===== src/hw/rtl/aarm_pkg.sv =====
// aarm_pkg: shared types, constants and helper functions of the axis-angle rotation matrix block
// no dependencies
package aarm_pkg;

  localparam int FracBitsDef    = 14;
  localparam int CordicStepsDef = 16;
  localparam int MaxSteps       = 32;
  localparam int CW             = 34;
  localparam int AW             = 17;
  localparam int PW             = 68;
  localparam int SW             = 72;
  localparam logic signed [CW-1:0] CordicGain = CW'(64'sh26DD3B6A);
  localparam logic signed [CW-1:0] QOne       = CW'(64'sh40000000);

  typedef struct packed {
    logic [15:0]        angle;
    logic signed [15:0] axis_x;
    logic signed [15:0] axis_y;
    logic signed [15:0] axis_z;
  } in_word_t;

  typedef struct packed {
    logic signed [15:0] m00;
    logic signed [15:0] m01;
    logic signed [15:0] m02;
    logic signed [15:0] m10;
    logic signed [15:0] m11;
    logic signed [15:0] m12;
    logic signed [15:0] m20;
    logic signed [15:0] m21;
    logic signed [15:0] m22;
  } out_word_t;

  typedef struct packed {
    logic                 vld;
    logic                 flip;
    logic signed [CW-1:0] x;
    logic signed [CW-1:0] y;
    logic signed [CW-1:0] z;
    logic signed [15:0]   ax;
    logic signed [15:0]   ay;
    logic signed [15:0]   az;
  } cordic_word_t;

  function automatic logic [31:0] atan_bam(input logic [4:0] i);
    logic [31:0] r;
    unique case (i)
      5'd0:  r = 32'd536870912;
      5'd1:  r = 32'd316933406;
      5'd2:  r = 32'd167458907;
      5'd3:  r = 32'd85004756;
      5'd4:  r = 32'd42667331;
      5'd5:  r = 32'd21354465;
      5'd6:  r = 32'd10679838;
      5'd7:  r = 32'd5340245;
      5'd8:  r = 32'd2670163;
      5'd9:  r = 32'd1335087;
      5'd10: r = 32'd667544;
      5'd11: r = 32'd333772;
      5'd12: r = 32'd166886;
      5'd13: r = 32'd83443;
      5'd14: r = 32'd41722;
      5'd15: r = 32'd20861;
      5'd16: r = 32'd10430;
      5'd17: r = 32'd5215;
      5'd18: r = 32'd2608;
      5'd19: r = 32'd1304;
      5'd20: r = 32'd652;
      5'd21: r = 32'd326;
      5'd22: r = 32'd163;
      5'd23: r = 32'd81;
      5'd24: r = 32'd41;
      5'd25: r = 32'd20;
      5'd26: r = 32'd10;
      5'd27: r = 32'd5;
      5'd28: r = 32'd3;
      5'd29: r = 32'd1;
      5'd30: r = 32'd1;
      default: r = 32'd0;
    endcase
    return r;
  endfunction

  // q30 to q(f), round half up, saturate
  function automatic logic [15:0] to_out(input logic signed [SW-1:0] v, input int f);
    logic signed [SW-1:0] w;
    logic signed [SW-1:0] one;
    int sh;
    sh  = 30 - f;
    one = SW'(1) <<< f;
    w   = v;
    if (sh > 0) begin
      w = (w + (SW'(1) <<< (sh - 1))) >>> sh;
    end
    if (w > one) w = one;
    if (w < -one) w = -one;
    if (w > SW'(32767)) w = SW'(32767);
    if (w < -SW'(32768)) w = -SW'(32768);
    return w[15:0];
  endfunction

endpackage


===== src/hw/rtl/aarm_cordic_cell.sv =====
// aarm_cordic_cell: one rotation-mode cordic iteration with its register
// depends on aarm_pkg
module aarm_cordic_cell #(
  parameter int Step = 0
) (
  input  logic                  clk,
  input  logic                  rst_n,
  input  logic                  en,
  input  aarm_pkg::cordic_word_t d_in,
  output aarm_pkg::cordic_word_t d_out
);
  import aarm_pkg::*;

  localparam logic signed [CW-1:0] Atan = CW'(atan_bam(5'(Step)));

  cordic_word_t w_r, w_nxt;

  always_comb begin
    w_nxt = d_in;
    if (!d_in.z[CW-1]) begin
      w_nxt.x = d_in.x - (d_in.y >>> Step);
      w_nxt.y = d_in.y + (d_in.x >>> Step);
      w_nxt.z = d_in.z - Atan;
    end else begin
      w_nxt.x = d_in.x + (d_in.y >>> Step);
      w_nxt.y = d_in.y - (d_in.x >>> Step);
      w_nxt.z = d_in.z + Atan;
    end
  end

  always_ff @(posedge clk) begin
    if (!rst_n) begin
      w_r.vld <= 1'b0;
    end else if (en) begin
      w_r <= w_nxt;
    end
  end

  assign d_out = w_r;
endmodule


===== config.mk =====
export PLATFORM = sky130hd
export DESIGN_NAME = aarm_cordic_cell
export DESIGN_NICKNAME = d
export VERILOG_FILES = /design/src/hw/rtl/aarm_pkg.sv /design/src/hw/rtl/aarm_cordic_cell.sv
export SDC_FILE = /design/constraint.sdc
export NUM_CORES = 1
export LEC_CHECK = 0
export ABC_AREA = 1
export BUFFER_PORTS_ARGS = -buffer_cell sky130_fd_sc_hd__buf_2
export CAP_MARGIN = 20
export CORE_UTILIZATION = 55
export DETAILED_ROUTE_END_ITERATION = 10
export PLACE_DENSITY = 0.95
export SLEW_MARGIN = 25
export SYNTH_ARGS = -nofsm -noshare
export SYNTH_HDL_FRONTEND = slang
export SYNTH_SLANG_ARGS = --single-unit

===== constraint.sdc =====
create_clock -name clk -period 5.8 [get_ports clk]
set_clock_uncertainty 0.05 [all_clocks]
set_input_delay 0.87 -clock clk [delete_from_list [all_inputs] [get_ports clk]]
set_output_delay 0.87 -clock clk [all_outputs]
set_load 0.05 [all_outputs]

==> impl_metrics.json <==
{
  "fin_crit_sh_pct": 56.2,
  "io_buffers": 306,
  "synth.distinct_cells": 42,
  "synth_area_leaders": "edfxtp_1 (38%), nand2_1 (13%), ha_1 (11%)",
  "rsz0062_at_grt": "no",
  "final_cells": 2127,
  "nFillCells": 1739,
  "min_path_cells": 2,
  "antenna_found_initial": 1,
  "worstPathRequired_ns": 5.96,
  "synth_edf_count": 150,
  "crit_chain": "buf_2 -> inv_1 -> ha_1 -> fa_1 -> o21ai_0 -> a21oi_1 -> o21ai_0 -> nand2_1 -> nand2_1 -> nand2_1 -> nand3_1 -> nand2_1",
  "regToRegStartpoint": "d_out[151]",
  "status": "finished, violations left",
  "htree_num_levels": 4,
  "fin_setup_tns_ns": 0,
  "path_buf_inv": 2,
  "cts.sinks": 151,
  "critPathTopFamily": "compound AO/OA/AOI/OAI gates",
  "yosysMostFrequentCell": "nand2_1",
  "grt_overflow": 0,
  "post_cts.repair.setup_buffers": 0,
  "postSynthAreaPerCell_sq_um": 7.55,
  "track_usage_pct": 40.4,
  "syn_area_sq_mm": 0.0117,
  "drt_first_pass_iters": 11,
  "synth_top_area_share_pct": 38.4,
  "multi_input_area_sq_mm": 0.00618,
  "r2r_end": "d_out[151]",
  "routedWlPerCell_um": 21.1,
  "viasPerCell": 5.94,
  "min_period_ns": 3.26,
  "worstPathArrival_ns": 3.42,
  "yosys_warnings": 0,
  "syn_inst": 1552,
  "finalSetupViolCount": 0,
  "synth_common_cells": "nand2_1 (403), inv_1 (204), edfxtp_1 (150)",
  "p_leak_nw": 6.88,
  "place.gp.congestion": 0.933,
  "ios": 307,
  "ys_seq_area_share_pct": 38.6,
  "slowest_stage": "o21ai_0",
  "clk_pin_slew_ns": 0.08,
  "holdCritStartpoint": "d_out[151]",
  "grt_max_degree": 114,
  "r2r_setup_slack_ns": 5.08,
  "drt_iter0_markers": 1494,
  "cts_buffers": 17,
  "cts_tree": "done",
  "area_growth_pct": 19.2,
  "clk_latency_ns": 0.44,
  "worstPathMaxFanout": 4,
  "cts.path.max_buffers": 2,
  "worst_pin_slew_ns": 1.03,
  "dieWidth_um": 148,
  "grt_pass1_wl_um": 65500,
  "cts.repair.resized": 0,
  "ys.flop_type": "edfxtp_1",
  "crit_path_start_kind": "primary input",
  "core_area_sq_mm": 0.0210,
  "dieArea_sq_mm": 0.0219,
  "report.final.slew_viol_count": 0,
  "placed_cells": 2094,
  "violations": "DRC",
  "min_to": "d_out[151]",
  "seqCellArea_sq_mm": 0.00452,
  "final_nets": 2099,
  "slew-limit-headroom_pct": 31.0,
  "hold_viol": 0,
  "fmax_ghz": 0.307,
  "route.vias.total": 12600,
  "cp-end-kind": "flip-flop",
  "chipHeight_um": 148,
  "grt_pass1_vias": 11700,
  "clock-root-buffer": "clkbuf_16",
  "r2r_cells": 2,
  "drive_gt1_share_pct": 19.3,
  "peakVddDrop_v": 0.000145,
  "dp_hpwl_um": 35100,
  "synth_seq_cells": 151,
  "hp-class": "flip-flop to flip-flop",
  "wl_um": 44800,
  "yosys.area.top_type": "edfxtp_1",
  "cp_common_cell": "nand2_1",
  "postRouteAntennaNets": 0,
  "async_flop_share_pct": 0,
  "holdBufCountCts": 0,
  "drc": 4,
  "syn-num-nets": 1813,
  "critPathMaxStageDelay_ns": 0.62,
  "maxCapViolations": 0,
  "fp-row-count": 53,
  "critPathKind": "primary input to flip-flop",
  "initial_core_util_pct": 55.9,
  "power_density_mw_per_mm2": 272,
  "largest_reg_flops": 151
}
layout by cell type (no fill, tap or decap), drive strengths merged, types with 5 or more instances in the layout:
cell      n
a21o     12
a21oi   130
a31oi     5
edfxtp  150
o211ai    8
o21bai    9
nor2    144
clkbuf   18
inv     217
nand2   405
nand3   150
buf     309
xor2     29
ha      102
nor3     15
o21ai    99
nand4    10
or2       5
o31ai     5
final cells by class:
type / count / area share [%]
multi-input combinational: 1150 / 44.3
antenna: 1 / 0.0179
timing repair buffer: 309 / 11.1
tap: 275 / 2.46
sequential: 151 / 32.4
inverter: 209 / 5.65
clock buffer: 18 / 3.15
clock inverter: 14 / 0.914
worst reg2reg max path: cells and delay by family, from the launching register on:
| kind | cells | cell delay [ns] |
|---|---|---|
| flops | 1 | 0.31 |
| compound gates | 2 | 0.25 |
how the worst max path moves through the flow:
stage,cells after the start,to,slack [ns],startpoint
3_3_place_gp,12,d_out[110],2.33,d_in[82]
5_1_grt,14,d_out[106],2.48,d_in[82]
2_1_floorplan,2,d_out[0],1.46,rst_n
3_5_place_dp,14,d_out[148],2.30,d_in[116]
4_1_cts,14,d_out[140],2.77,d_in[116]
6_report,12,d_out[102],2.54,d_in[82]
kinds of logic (layout without fill, tap and decap cells):
kind of cell	Yosys count	after routing	share of synthesized area, %
xor gates and xnor gates	30	30	2.24
adders and majority gates	106	106	11.6
buffers and inverters	251	550	8.64
and+or+nand+nor	735	735	25.9
muxes	1	1	0.0854
AOI/OAI and AO/OA	278	278	12.9
DFF	151	151	38.6
other	0	1	0
layer usage:
metal | routed length [um] | part of all wire [%] | track usage (%)
met5 | 0 | 0 | 0
met2 | 20100 | 45 | 63.8
met4 | 2470 | 5.5 | 20.8
met1 | 17300 | 39 | 52.4
met3 | 4900 | 11 | 8.43
report_power, final:
group / internal (mW) / switching [mW] / total [mW]
sequential: 1.32 / 0.0276 / 1.35
combinational: 0.334 / 1.00 / 1.33
clock: 0.578 / 0.539 / 1.12
total: 2.23 / 1.57 / 3.80
metrics by stage:
| step | total power, mW | hold WS, ns | utilization (%) | worst slack (ns) | instance area, sq um |
|---|---|---|---|---|---|
| 4_1_cts | 3.75 | 0.519 | 66.6 | 2.77 | 14000 |
| 3_5_place_dp | 2.65 | 0.498 | 63.9 | 2.30 | 13400 |
| 3_3_place_gp | 2.62 | 0.486 | 63.9 | 2.33 | 13400 |
| 2_1_floorplan | 2.27 | 0.703 | - | 1.46 | 11700 |
| 5_1_grt | 3.92 | 0.543 | 66.6 | 2.48 | 14000 |
| 6_report | 3.80 | 0.529 | 66.6 | 2.54 | 14000 |
(Power assumes the default switching activity.)
